### config.mk
export PLATFORM = sky130hd
export DESIGN_NAME = sorted_event_queue_insert
export DESIGN_NICKNAME = d
export VERILOG_FILES = /design/src/rtl/core/seqi_pkg.sv /design/src/rtl/core/sorted_event_queue_insert.sv /design/src/rtl/core/seqi_ram.sv /design/src/rtl/core/seqi_ctrl.sv /design/src/rtl/core/seqi_dp.sv
export SDC_FILE = /design/constraint.sdc
export NUM_CORES = 2
export LEC_CHECK = 0
export ABC_AREA = 1
export BUFFER_PORTS_ARGS = -buffer_cell sky130_fd_sc_hd__buf_4
export CAP_MARGIN = 20
export CORE_ASPECT_RATIO = 1.1
export CORE_MARGIN = 4
export CORE_UTILIZATION = 55
export CTS_CLUSTER_DIAMETER = 30
export DETAILED_ROUTE_END_ITERATION = 10
export PLACE_DENSITY_LB_ADDON = 0.05
export SLEW_MARGIN = 20
export SYNTH_ARGS = -nofsm -noshare
export SYNTH_HDL_FRONTEND = slang
export SYNTH_HIERARCHICAL = 1
export SYNTH_SLANG_ARGS = --single-unit
### constraint.sdc
create_clock -name clock -period 11 [get_ports clock]
set_input_delay 0 -clock clock [delete_from_list [all_inputs] [get_ports clock]]
set_output_delay 0 -clock clock [all_outputs]
set_load 0.05 [all_outputs]
### src/rtl/core/seqi_pkg.sv
// Shared types and constants for the sorted event queue.
package seqi_pkg;

   localparam int CAPACITY_BITS = 8;
   localparam logic [CAPACITY_BITS-1:0] CAPACITY_RESET = 8'd100;
   localparam int POS_BITS = 8;
   localparam int COUNT_BITS = 8;

   typedef enum logic [3:0] {
      ST_IDLE  = 4'b0001,
      ST_SCAN  = 4'b0010,
      ST_PLACE = 4'b0100,
      ST_DONE  = 4'b1000
   } state_type;

   typedef struct packed {
      logic latch;        // capture the request key and the drop decision
      logic rd_first;     // read the last held entry
      logic step;         // move the entry just read up one slot, read the one below
      logic shift_last;   // move the front entry up one slot
      logic place_next;   // write the new key above the entry just read
      logic place_front;  // write the new key at the front
      logic load_out;     // load the response register
   } cmd_type;

   typedef struct packed {
      logic full;
      logic empty;
      logic key_less;
      logic idx_zero;
      logic out_busy;
   } sts_type;

endpackage

### src/rtl/core/sorted_event_queue_insert.sv
// Top level of the sorted event queue insert block.
// Each request beat inserts one event into a queue kept in ascending order of time, then
// value, after any equal entries, and returns one response beat with the drop flag, the
// 1-based position, the front entry and the entry count. An insert that finds the queue
// at capacity (the smaller of the capacity register and QUEUE_DEPTH) is refused; into an
// empty queue the key goes to the front; otherwise each held entry that sorts after the
// new event moves up one slot, then the key is written. The single entry RAM moves one
// entry per cycle: the scan runs from the back of the queue, reading the next entry down
// while writing the one read before it one slot up in the same cycle. The block takes
// one request at a time; a new request is taken while the previous response still waits.
// No clearing pass is needed after reset, as only entries below the count are read.
module sorted_event_queue_insert #(
   parameter int QUEUE_DEPTH = 128,
   parameter int TIME_BITS   = 16,
   parameter int VALUE_BITS  = 10
) (
   input  logic clock,
   input  logic reset,
   // Bits from lowest up: event_time, event_value, zero fill to whole bytes.
   input  logic [((TIME_BITS+VALUE_BITS+7)/8)*8-1:0] req_tdata,
   input  logic                                      req_tvalid,
   output logic                                      req_tready,
   // Bits from lowest up: dropped, insert_position, earliest_time, earliest_value,
   // entry_count, zero fill to whole bytes.
   output logic [((TIME_BITS+VALUE_BITS+17+7)/8)*8-1:0] rsp_tdata,
   output logic                                         rsp_tvalid,
   input  logic                                         rsp_tready,
   input  logic                                         csr_write_en,
   input  logic [seqi_pkg::CAPACITY_BITS-1:0]           csr_write_data
);

   localparam int RSP_BITS = TIME_BITS + VALUE_BITS + 17;
   localparam int RSP_W    = ((RSP_BITS + 7) / 8) * 8;

   logic [seqi_pkg::CAPACITY_BITS-1:0] capacity_ff;
   seqi_pkg::cmd_type cmd;
   seqi_pkg::sts_type sts;
   logic                              req_fire;
   logic                              rsp_dropped;
   logic [seqi_pkg::POS_BITS-1:0]     rsp_position;
   logic [TIME_BITS-1:0]              rsp_time;
   logic [VALUE_BITS-1:0]             rsp_value;
   logic [seqi_pkg::COUNT_BITS-1:0]   rsp_count;

   always_ff @(posedge clock) begin
      if (reset) begin
         capacity_ff <= seqi_pkg::CAPACITY_RESET;
      end else if (csr_write_en) begin
         capacity_ff <= csr_write_data;
      end
   end

   assign req_fire = req_tvalid & req_tready;

   seqi_ctrl u_ctrl (
      .clock     (clock),
      .reset     (reset),
      .req_fire  (req_fire),
      .sts       (sts),
      .req_ready (req_tready),
      .cmd       (cmd)
   );

   seqi_dp #(
      .QUEUE_DEPTH (QUEUE_DEPTH),
      .TIME_BITS   (TIME_BITS),
      .VALUE_BITS  (VALUE_BITS)
   ) u_dp (
      .clock        (clock),
      .reset        (reset),
      .cmd          (cmd),
      .sts          (sts),
      .capacity     (capacity_ff),
      .req_time     (req_tdata[TIME_BITS-1:0]),
      .req_value    (req_tdata[TIME_BITS+VALUE_BITS-1:TIME_BITS]),
      .rsp_ready    (rsp_tready),
      .rsp_valid    (rsp_tvalid),
      .rsp_dropped  (rsp_dropped),
      .rsp_position (rsp_position),
      .rsp_time     (rsp_time),
      .rsp_value    (rsp_value),
      .rsp_count    (rsp_count)
   );

   assign rsp_tdata = RSP_W'({rsp_count, rsp_value, rsp_time, rsp_position, rsp_dropped});

   // At most one entry write is commanded in any cycle.
   assert property (@(posedge clock) disable iff (reset)
      $onehot0({cmd.step, cmd.shift_last, cmd.place_next, cmd.place_front}))
      else $error("several entry writes commanded in one cycle");

   // A refused insert reports no position.
   assert property (@(posedge clock) disable iff (reset)
      rsp_tvalid && rsp_dropped |-> rsp_position == '0)
      else $error("dropped insert carries a position");

   // An accepted insert lands within the entries now held.
   assert property (@(posedge clock) disable iff (reset)
      rsp_tvalid && !rsp_dropped && QUEUE_DEPTH < 256 |->
         rsp_position != '0 && rsp_position <= rsp_count)
      else $error("insert position outside the held entries");

   // A request is only taken with the scan idle and no entry write pending.
   assert property (@(posedge clock) disable iff (reset)
      req_fire |-> !(cmd.step || cmd.shift_last || cmd.place_next || cmd.place_front))
      else $error("request taken while an insert is in progress");

endmodule

### src/rtl/core/seqi_ram.sv
// Generic simple dual-port RAM with a registered read port.
module seqi_ram #(
   parameter int WIDTH = 26,
   parameter int DEPTH = 128
) (
   input  logic                     clock,
   input  logic                     wr_en,
   input  logic [$clog2(DEPTH)-1:0] wr_addr,
   input  logic [WIDTH-1:0]         wr_data,
   input  logic                     rd_en,
   input  logic [$clog2(DEPTH)-1:0] rd_addr,
   output logic [WIDTH-1:0]         rd_data
);

   logic [WIDTH-1:0] mem_ff [DEPTH];
   logic [WIDTH-1:0] rd_data_ff;

   always_ff @(posedge clock) begin
      if (wr_en) begin
         mem_ff[wr_addr] <= wr_data;
      end
      if (rd_en) begin
         rd_data_ff <= mem_ff[rd_addr];
      end
   end

   assign rd_data = rd_data_ff;

endmodule

### src/rtl/core/seqi_ctrl.sv
// Controller state machine for the sorted event queue insert.
module seqi_ctrl (
   input  logic              clock,
   input  logic              reset,
   input  logic              req_fire,
   input  seqi_pkg::sts_type sts,
   output logic              req_ready,
   output seqi_pkg::cmd_type cmd
);

   seqi_pkg::state_type state_ff, state_in;

   always_ff @(posedge clock) begin
      if (reset) begin
         state_ff <= seqi_pkg::ST_IDLE;
      end else begin
         state_ff <= state_in;
      end
   end

   always_comb begin
      state_in = state_ff;
      cmd      = '0;
      req_ready = 1'b0;
      case (state_ff)
         seqi_pkg::ST_IDLE: begin
            req_ready = 1'b1;
            if (req_fire) begin
               cmd.latch = 1'b1;
               if (sts.full) begin
                  state_in = seqi_pkg::ST_DONE;
               end else if (sts.empty) begin
                  state_in = seqi_pkg::ST_PLACE;
               end else begin
                  cmd.rd_first = 1'b1;
                  state_in     = seqi_pkg::ST_SCAN;
               end
            end
         end
         seqi_pkg::ST_SCAN: begin
            // The read data belongs to the entry at the current index.
            if (sts.key_less) begin
               if (sts.idx_zero) begin
                  cmd.shift_last = 1'b1;
                  state_in       = seqi_pkg::ST_PLACE;
               end else begin
                  cmd.step = 1'b1;
               end
            end else begin
               cmd.place_next = 1'b1;
               state_in       = seqi_pkg::ST_DONE;
            end
         end
         seqi_pkg::ST_PLACE: begin
            cmd.place_front = 1'b1;
            state_in        = seqi_pkg::ST_DONE;
         end
         seqi_pkg::ST_DONE: begin
            if (!sts.out_busy) begin
               cmd.load_out = 1'b1;
               state_in     = seqi_pkg::ST_IDLE;
            end
         end
         default: begin
            state_in = seqi_pkg::ST_IDLE;
         end
      endcase
   end

endmodule

### src/rtl/core/seqi_dp.sv
// Datapath: entry store, scan index, count, front entry and response register.
module seqi_dp #(
   parameter int QUEUE_DEPTH = 128,
   parameter int TIME_BITS   = 16,
   parameter int VALUE_BITS  = 10
) (
   input  logic                                clock,
   input  logic                                reset,
   input  seqi_pkg::cmd_type                   cmd,
   output seqi_pkg::sts_type                   sts,
   input  logic [seqi_pkg::CAPACITY_BITS-1:0]  capacity,
   input  logic [TIME_BITS-1:0]                req_time,
   input  logic [VALUE_BITS-1:0]               req_value,
   input  logic                                rsp_ready,
   output logic                                rsp_valid,
   output logic                                rsp_dropped,
   output logic [seqi_pkg::POS_BITS-1:0]       rsp_position,
   output logic [TIME_BITS-1:0]                rsp_time,
   output logic [VALUE_BITS-1:0]               rsp_value,
   output logic [seqi_pkg::COUNT_BITS-1:0]     rsp_count
);

   localparam int IDX_W = $clog2(QUEUE_DEPTH);
   localparam int CNT_W = $clog2(QUEUE_DEPTH + 1);
   localparam int CMP_W = (CNT_W > seqi_pkg::CAPACITY_BITS) ? CNT_W : seqi_pkg::CAPACITY_BITS;
   localparam int KEY_W = TIME_BITS + VALUE_BITS;

   logic [TIME_BITS-1:0]  key_time_ff;
   logic [VALUE_BITS-1:0] key_value_ff;
   logic [CNT_W-1:0]      held_ff;
   logic [IDX_W-1:0]      idx_ff;
   logic [CNT_W-1:0]      pos_ff;
   logic                  dropped_ff;
   logic [TIME_BITS-1:0]  front_time_ff;
   logic [VALUE_BITS-1:0] front_value_ff;
   logic                  rsp_valid_ff;
   logic                  rsp_dropped_ff;
   logic [seqi_pkg::POS_BITS-1:0]   rsp_position_ff;
   logic [TIME_BITS-1:0]            rsp_time_ff;
   logic [VALUE_BITS-1:0]           rsp_value_ff;
   logic [seqi_pkg::COUNT_BITS-1:0] rsp_count_ff;

   logic [CNT_W-1:0]      held_m1;
   logic [IDX_W-1:0]      idx_m1;
   logic [IDX_W-1:0]      idx_p1;
   logic                  wr_en;
   logic [IDX_W-1:0]      wr_addr;
   logic [KEY_W-1:0]      wr_data;
   logic                  rd_en;
   logic [IDX_W-1:0]      rd_addr;
   logic [KEY_W-1:0]      rd_data;
   logic [TIME_BITS-1:0]  rd_time;
   logic [VALUE_BITS-1:0] rd_value;
   logic                  commit;
   logic [CNT_W+7:0]      pos_wide;
   logic [CNT_W+7:0]      held_wide;

   seqi_ram #(
      .WIDTH (KEY_W),
      .DEPTH (QUEUE_DEPTH)
   ) u_entries (
      .clock   (clock),
      .wr_en   (wr_en),
      .wr_addr (wr_addr),
      .wr_data (wr_data),
      .rd_en   (rd_en),
      .rd_addr (rd_addr),
      .rd_data (rd_data)
   );

   assign held_m1  = held_ff - 1'b1;
   assign idx_m1   = idx_ff - 1'b1;
   assign idx_p1   = idx_ff + 1'b1;
   assign rd_time  = rd_data[TIME_BITS-1:0];
   assign rd_value = rd_data[KEY_W-1:TIME_BITS];

   assign rd_en   = cmd.rd_first | cmd.step;
   assign rd_addr = cmd.rd_first ? held_m1[IDX_W-1:0] : idx_m1;
   assign wr_en   = cmd.step | cmd.shift_last | cmd.place_next | cmd.place_front;
   assign wr_addr = cmd.place_front ? '0 : idx_p1;
   assign wr_data = (cmd.step | cmd.shift_last) ? rd_data : {key_value_ff, key_time_ff};
   assign commit  = cmd.place_next | cmd.place_front;

   assign sts.full     = (CMP_W'(held_ff) >= CMP_W'(capacity)) ||
                         (held_ff == CNT_W'(QUEUE_DEPTH));
   assign sts.empty    = (held_ff == '0);
   // Insertion goes after equal keys, so only a strictly greater entry moves up.
   assign sts.key_less = (key_time_ff < rd_time) ||
                         ((key_time_ff == rd_time) && (key_value_ff < rd_value));
   assign sts.idx_zero = (idx_ff == '0);
   assign sts.out_busy = rsp_valid_ff & ~rsp_ready;

   always_ff @(posedge clock) begin
      if (reset) begin
         held_ff      <= '0;
         rsp_valid_ff <= 1'b0;
      end else begin
         if (commit) begin
            held_ff <= held_ff + 1'b1;
         end
         if (cmd.load_out) begin
            rsp_valid_ff <= 1'b1;
         end else if (rsp_ready) begin
            rsp_valid_ff <= 1'b0;
         end
      end
   end

   always_ff @(posedge clock) begin
      if (cmd.latch) begin
         key_time_ff  <= req_time;
         key_value_ff <= req_value;
         dropped_ff   <= sts.full;
         pos_ff       <= '0;
      end
      if (cmd.rd_first) begin
         idx_ff <= held_m1[IDX_W-1:0];
      end else if (cmd.step) begin
         idx_ff <= idx_m1;
      end
      if (cmd.place_next) begin
         pos_ff <= CNT_W'(idx_p1) + ((idx_p1 == '0) ? CNT_W'(QUEUE_DEPTH) : '0) + 1'b1;
      end else if (cmd.place_front) begin
         pos_ff         <= CNT_W'(1);
         front_time_ff  <= key_time_ff;
         front_value_ff <= key_value_ff;
      end
      if (cmd.load_out) begin
         rsp_dropped_ff  <= dropped_ff;
         rsp_position_ff <= pos_wide[seqi_pkg::POS_BITS-1:0];
         rsp_time_ff     <= sts.empty ? '0 : front_time_ff;
         rsp_value_ff    <= sts.empty ? '0 : front_value_ff;
         rsp_count_ff    <= held_wide[seqi_pkg::COUNT_BITS-1:0];
      end
   end

   assign pos_wide  = {8'd0, pos_ff};
   assign held_wide = {8'd0, held_ff};

   assign rsp_valid    = rsp_valid_ff;
   assign rsp_dropped  = rsp_dropped_ff;
   assign rsp_position = rsp_position_ff;
   assign rsp_time     = rsp_time_ff;
   assign rsp_value    = rsp_value_ff;
   assign rsp_count    = rsp_count_ff;

endmodule

* Word level (Yosys, flattened, before mapping)
Memory sizes are Yosys's and may differ from the RTL's. A register that Yosys moved wholly into a read port is not among the register bits.
Cells that the tools add are included.
** Word-level totals
- Word-level logic and storage cells :: 88
- Bits in writable memories :: 3328
- Input bits :: 45
- Flip-flop bits (word level) :: 132
- Output and inout port bits :: 50
- Memories :: 1
** Memories
- u_dp.u_entries.mem_ff :: words 128, width 26, read ports 1, clocked after memory_dff 1, wr ports 1, RTL line seqi_ram.sv:15 : logic [WIDTH-1:0] mem_ff [DEPTH];
** Operators by class
- Bitwise logic cells :: 9
- Eq/ne operators :: 9
- Reduce and logical (&&, ||, !) cells :: 11
- Mux-type cells :: 33
- Order comparisons :: 3
- Add/subtract/negate cells :: 6
** Operators with widths (count)
- $mux 8 :: 4
- $mux 7 :: 4
- $mux 26 :: 1
- $mux 4 :: 5
- $add 8x1->8 const B :: 2
- $eq 16x16->1 :: 1
- $lt 16x16->1 :: 1
- $pmux 4 s4 :: 1
- $logic_not 7->1 :: 2
- $sub 7x1->7 const B :: 2
- $mux 1 :: 13
- $lt 10x10->1 :: 1
- $add 7x8->8 :: 1
- $eq 8x8->1 const B :: 1
- $ge 8x8->1 :: 1
- $logic_not 8->1 :: 1
- $add 7x1->7 const B :: 1
- $mux 2 :: 3
- $mux 3 :: 2
- $or 1x1->1 :: 5
- $eq 4x1->1 const B :: 1
- $eq 4x2->1 const B :: 1
- $eq 4x3->1 const B :: 1
- $eq 4x4->1 const B :: 1
- other kinds (10) :: 15

* Logic depth before layout (Yosys ltp)
- Depth after elaboration :: 10
- Depth in mapped cells :: 27
- Mapped depth without buffers :: 22

* Cells and area by module
Netlist, hierarchy kept.
** By module, submodules not included
- seqi_ram :: cells each 10915, area an instance 134225.0 sq um, times used 1, seq. area each 100716.6 sq um
- seqi_dp :: cells each 537, area an instance 5662.9 sq um, times used 1, seq. area each 3513.4 sq um
- sorted_event_queue_insert :: cells each 54, area an instance 366.6 sq um, times used 1, seq. area each 160.2 sq um
- seqi_ctrl :: cells each 49, area an instance 305.3 sq um, times used 1, seq. area each 80.1 sq um

* Worst setup path after synthesis
No wires, ideal clock.
- Path kind :: flip-flop to flip-flop
- Start point :: register u_dp.key_time_ff[7]
- End point :: memory u_dp.u_entries.mem_ff[0][1] (data pin)
- Arrival time :: 6730 ps
- Setup time :: 1197 ps
- Cell stages (with the launch flop) :: 13
- Data required time :: 9803 ps
- Buffers on the path :: 1
- Period minus slack after synthesis :: 7927 ps
- Slack :: 3073 ps
- Cell sequence :: edfxtp_1 > ha_1 > nand2_1 > nor2_1 > nand4_1 > nor2_1 > nand4_1 > nand2_1 > nand2_1 > nor2_4 > nor2_1 > clkbuf_1 > o21ai_0
** RTL lines
- start, declared :: RTL line seqi_dp.sv:28 : logic [TIME_BITS-1:0] key_time_ff;
- start signal, assigned :: RTL line seqi_dp.sv:111 : key_time_ff <= req_time;
- end, declared :: RTL line seqi_ram.sv:15

==> summary.txt <==
STA
  – Max Fclk: ~150 MHz
  – Slew headroom: between 15 and 20%
  – Setup violations, final: 0
  – Slew @ Worst Pin: 1.23 ns
  – Tmin final: 6.78 ns
  – Final Max Slew Viols: 0
  – Final setup TNS: 0 ns
  – RSZ-0062 raised after global routing: no
  – Final hold vios: 0
  – Period utilization: around 62%
  – Setup ws final: around 4.2 ns
  – Clk_skew: between 0.05 and 0.06 ns

Cells and area
  – Area delta synth->final: 18.1%
  – Nets: around 12k
  – Layout fillers: about 18k
  – Share of cells above drive strength 1: approximately an eighth

Critical path
  – CP Cell Sequence: ha_1, a21oi_1, nor2_1, a211oi_1, nand4_1, nor3_2, nand2_1, inv_1, nand2_1, o21ai_4, buf_12, buf_4, buf_4, nand2_1, nand3_1, nand3_1, nand3_1, nand3_1, nand3_1, nand3_1, nand2_1
  – Reg-to-reg startpoint: u_dp/held_ff[5]$_SDFFE_PP0P_
  – Critical Path Sink Type: flip-flop
  – Slowest stage cell on the critical path: buf_4
  – Crit-path max cell delay: 0.77 ns
  – Worst Reg-to-Reg Cells: 21
  – Reg2Reg Capture Point: u_dp/u_entries/rd_data[8]$_DFFE_PP_
  – Worst Path Arrival: 7.53 ns
  – Top cell family by delay on the critical path: simple AND/OR/NAND/NOR gates
  – Crit path kind: reg -> reg
  – WP data required: 11.75 ns
  – CP Launch Point: u_dp/held_ff[5]$_SDFFE_PP0P_
  – Crit path top cell by count: nand3_1
  – CP Max Fanout: 176
  – Crit start category: flip-flop
  – R2R Setup Slk: roughly 4.2 ns
  – CP bufs+invs: 4

Synthesis
  – Mapped cell area: 141,000 µm²
  – Leading area contributor after synthesis: edfxtp_1
  – Synth unique cells: 36
  – Top cells by count, synth: 3,485 x nand2_1, 3,465 x edfxtp_1, 3,300 x nand3_1
  – Synth Instances: between 10k and 15k
  – Top-area cell type share of the netlist area: 74.0%
  – Sequential fraction of the synthesis area: 74.3%
  – Syn. warnings: 6
  – Most common cell in the synthesized netlist: nand2_1
  – Synthesized flop and latch total: around 3.5k
  – Primary FF master, synth: edfxtp_1
  – Top cells by area, synth: edfxtp_1 74%, nand3_1 12%, nand2_1 9.3%, buf_2 1.5%, nor2_1 0.58%
  – Number of enable flip-flop cells after synthesis: between 3k and 4k
  – Ys async rst share: 0%
  – Avg Inst Size Synth: approximately 12 µm²

Floorplan
  – Cell Rows: approximately 190
  – I/O pin count: 95
  – CORE AREA: 254,000 µm²
  – DIE WIDTH: between 400 and 500 µm
  – Total die area: about 260,000 µm²
  – Initial Util: 55.3%
  – Die height: about 540 µm

CTS
  – H-tree depth: 6
  – Total CTS buffers: approximately 600
  – Hold-fix buffers, CTS: ~100
  – Post-CTS Setup Inserts: 0
  – Clk slew on worst S/H paths: 0.05 ns
  – Clock Latency Late Sink: 0.93 ns
  – Clock Tree Buf Depth: 4
  – Post-cts sizing count: 0
  – Clock root cell: clkbuf_16
  – Clock Sink Count: roughly 3.5k
  – CTS tree: yes

Min path
  – WHS Endpoint: u_ctrl/state_ff[0]$_SDFFE_PP1P_
  – Hold depth: 7
  – Min-delay src: req_tvalid
  – Worst Hold Class: in -> reg

Drt
  – DRT Wirelength: between 400 and 500 mm
  – Via count: between 90k and 100k
  – Pre-antenna DRT Iters: 6
  – Antenna-violating nets left: 0
  – DR WL/cell: about 26 µm
  – # DRC: 0
  – Vias per cell: 6.01
  – DR iter-0 viols: approximately 11k

Placed design
  – I/O Buffers: 83
  – Routability cong.: around 0.89
  – Setup WS pre-CTS: between 4 and 5 ns
  – DP HPWL: 208 mm

Power
  – P_leak: 59.3 nW
  – Maximum vdd drop: roughly 230 µV
  – Pwr/cell area: around 250 nW/µm²

Global routing
  – Antenna violations before repair: 7
  – Largest net degree at the start of global routing: 209
  – Grt ovf: 0
  – Vias in the first global route: 89.7k
  – Wire length of the first global-routing pass: 592 mm
  – GRT Util Overall: ~30%

Job
  – Max cap viols: 0

Run status
  – Run status: finished clean
layer usage:
layer	GRT usage, %	wire [µm]	up-vias	part of all wire [%]
li1	-	-	42034	-
met1	42.5	163000	46729	40
met2	46.7	188000	4782	46
met3	5.76	39800	773	9.8
met4	11.3	14700	0	3.6
met5	0	0	-	0
report_power, final:
| group | switching (mW) | internal, mW |
|---|---|---|
| sequential | 0.0691 | 15.7 |
| combinational | 5.63 | 1.57 |
| clock | 6.36 | 12.2 |
worst max-delay path by stage:
| stage | cells after the start | to | slack, ns |
|---|---|---|---|
| global placement | 21 | u_dp/u_entries/rd_data[17]$_DFFE_PP_ | 4.38 |
| floorplan | 12 | u_dp/u_entries/mem_ff[0][1]$_DFFE_PP_ | 3.07 |
| global route | 21 | u_dp/u_entries/rd_data[5]$_DFFE_PP_ | 3.86 |
| detailed placement | 21 | u_dp/u_entries/rd_data[17]$_DFFE_PP_ | 4.37 |
| CTS | 21 | u_dp/u_entries/rd_data[17]$_DFFE_PP_ | 4.32 |
| finish | 21 | u_dp/u_entries/rd_data[8]$_DFFE_PP_ | 4.22 |
through the flow:
stage	instances	instance area [µm²]	hold WS (ns)	util, %	total power, mW
CTS	15691	166000	0.0908	65.3	41.5
finish	15697	166000	0.162	65.3	41.4
floorplan	11559	141000	0.0691	-	20.5
global placement	14492	145000	0.180	56.9	22.9
global route	15696	166000	0.214	65.3	42.8
detailed placement	14492	145000	0.180	56.9	23.0
worst reg2reg max path: stages, from the launching register on:
cell and delay (ns):
dfxtp_1 0.45, ha_1 0.30, a21oi_1 0.16, nor2_1 0.06
a211oi_1 0.17, nand4_1 0.25, nor3_2 0.24, nand2_1 0.09
inv_1 0.35, nand2_1 0.17, o21ai_4 0.20, buf_12 0.61
buf_4 0.90, buf_4 0.79, nand2_1 0.20, nand3_1 0.12
nand3_1 0.12, nand3_1 0.20, nand3_1 0.33, nand3_1 0.39
nand3_1 0.34, nand2_1 0.18
cell usage in the layout (no fill, tap or decap), types with 75 or more instances in the layout:
cell	count
bufinv_16	75
clkinv_2	82
clkbuf_1	84
edfxtp_1	3465
nor2_1	86
nand2_1	3484
clkbuf_16	625
clkinv_1	104
inv_1	126
nor2_2	111
buf_4	338
nand3_1	3300
dlygate4sd3_1	98
sequential cells by signal, summed over array words and instances, names as in the netlist, 4 cells and up:
register                flops
u_dp/rsp_position           8
u_dp/pos_ff                 8
u_dp/u_entries/mem_ff    3328
capacity_ff                 8
u_dp/rsp_count              8
u_dp/idx_ff                 7
u_dp/u_entries/rd_data     26
u_dp/held_ff                8
u_dp/front_value_ff        10
u_dp/rsp_value             10
u_dp/rsp_time              16
u_dp/key_value_ff          10
u_dp/key_time_ff           16
u_dp/front_time_ff         16
u_ctrl/state_ff             4
final cells by class:
cell class | count | area, µm² | share of cell area, %
clock inverter | 392 | 4370 | 2.63
antenna | 2 | 5.00 | 0.00301
sequential | 3486 | 104000 | 62.9
multi-input combinational | 7180 | 32500 | 19.6
timing repair buffer | 460 | 4000 | 2.41
tap | 3332 | 4170 | 2.51
clock buffer | 709 | 16000 | 9.61
inverter | 136 | 563 | 0.339
kinds of logic (layout without fill, tap and decap cells):
logic type,count (synthesis),after routing,synth area share [%]
and+or+nand+nor,7053,7053,21.9
adders and majority gates,39,39,0.347
DFF,3486,3486,74.3
other,1,7,0.00267
buffers and inverters,893,1697,3.14
AOI/OAI and AO/OA,78,78,0.284
xor gates and xnor gates,5,5,0.0312
(Power assumes the default switching activity.)
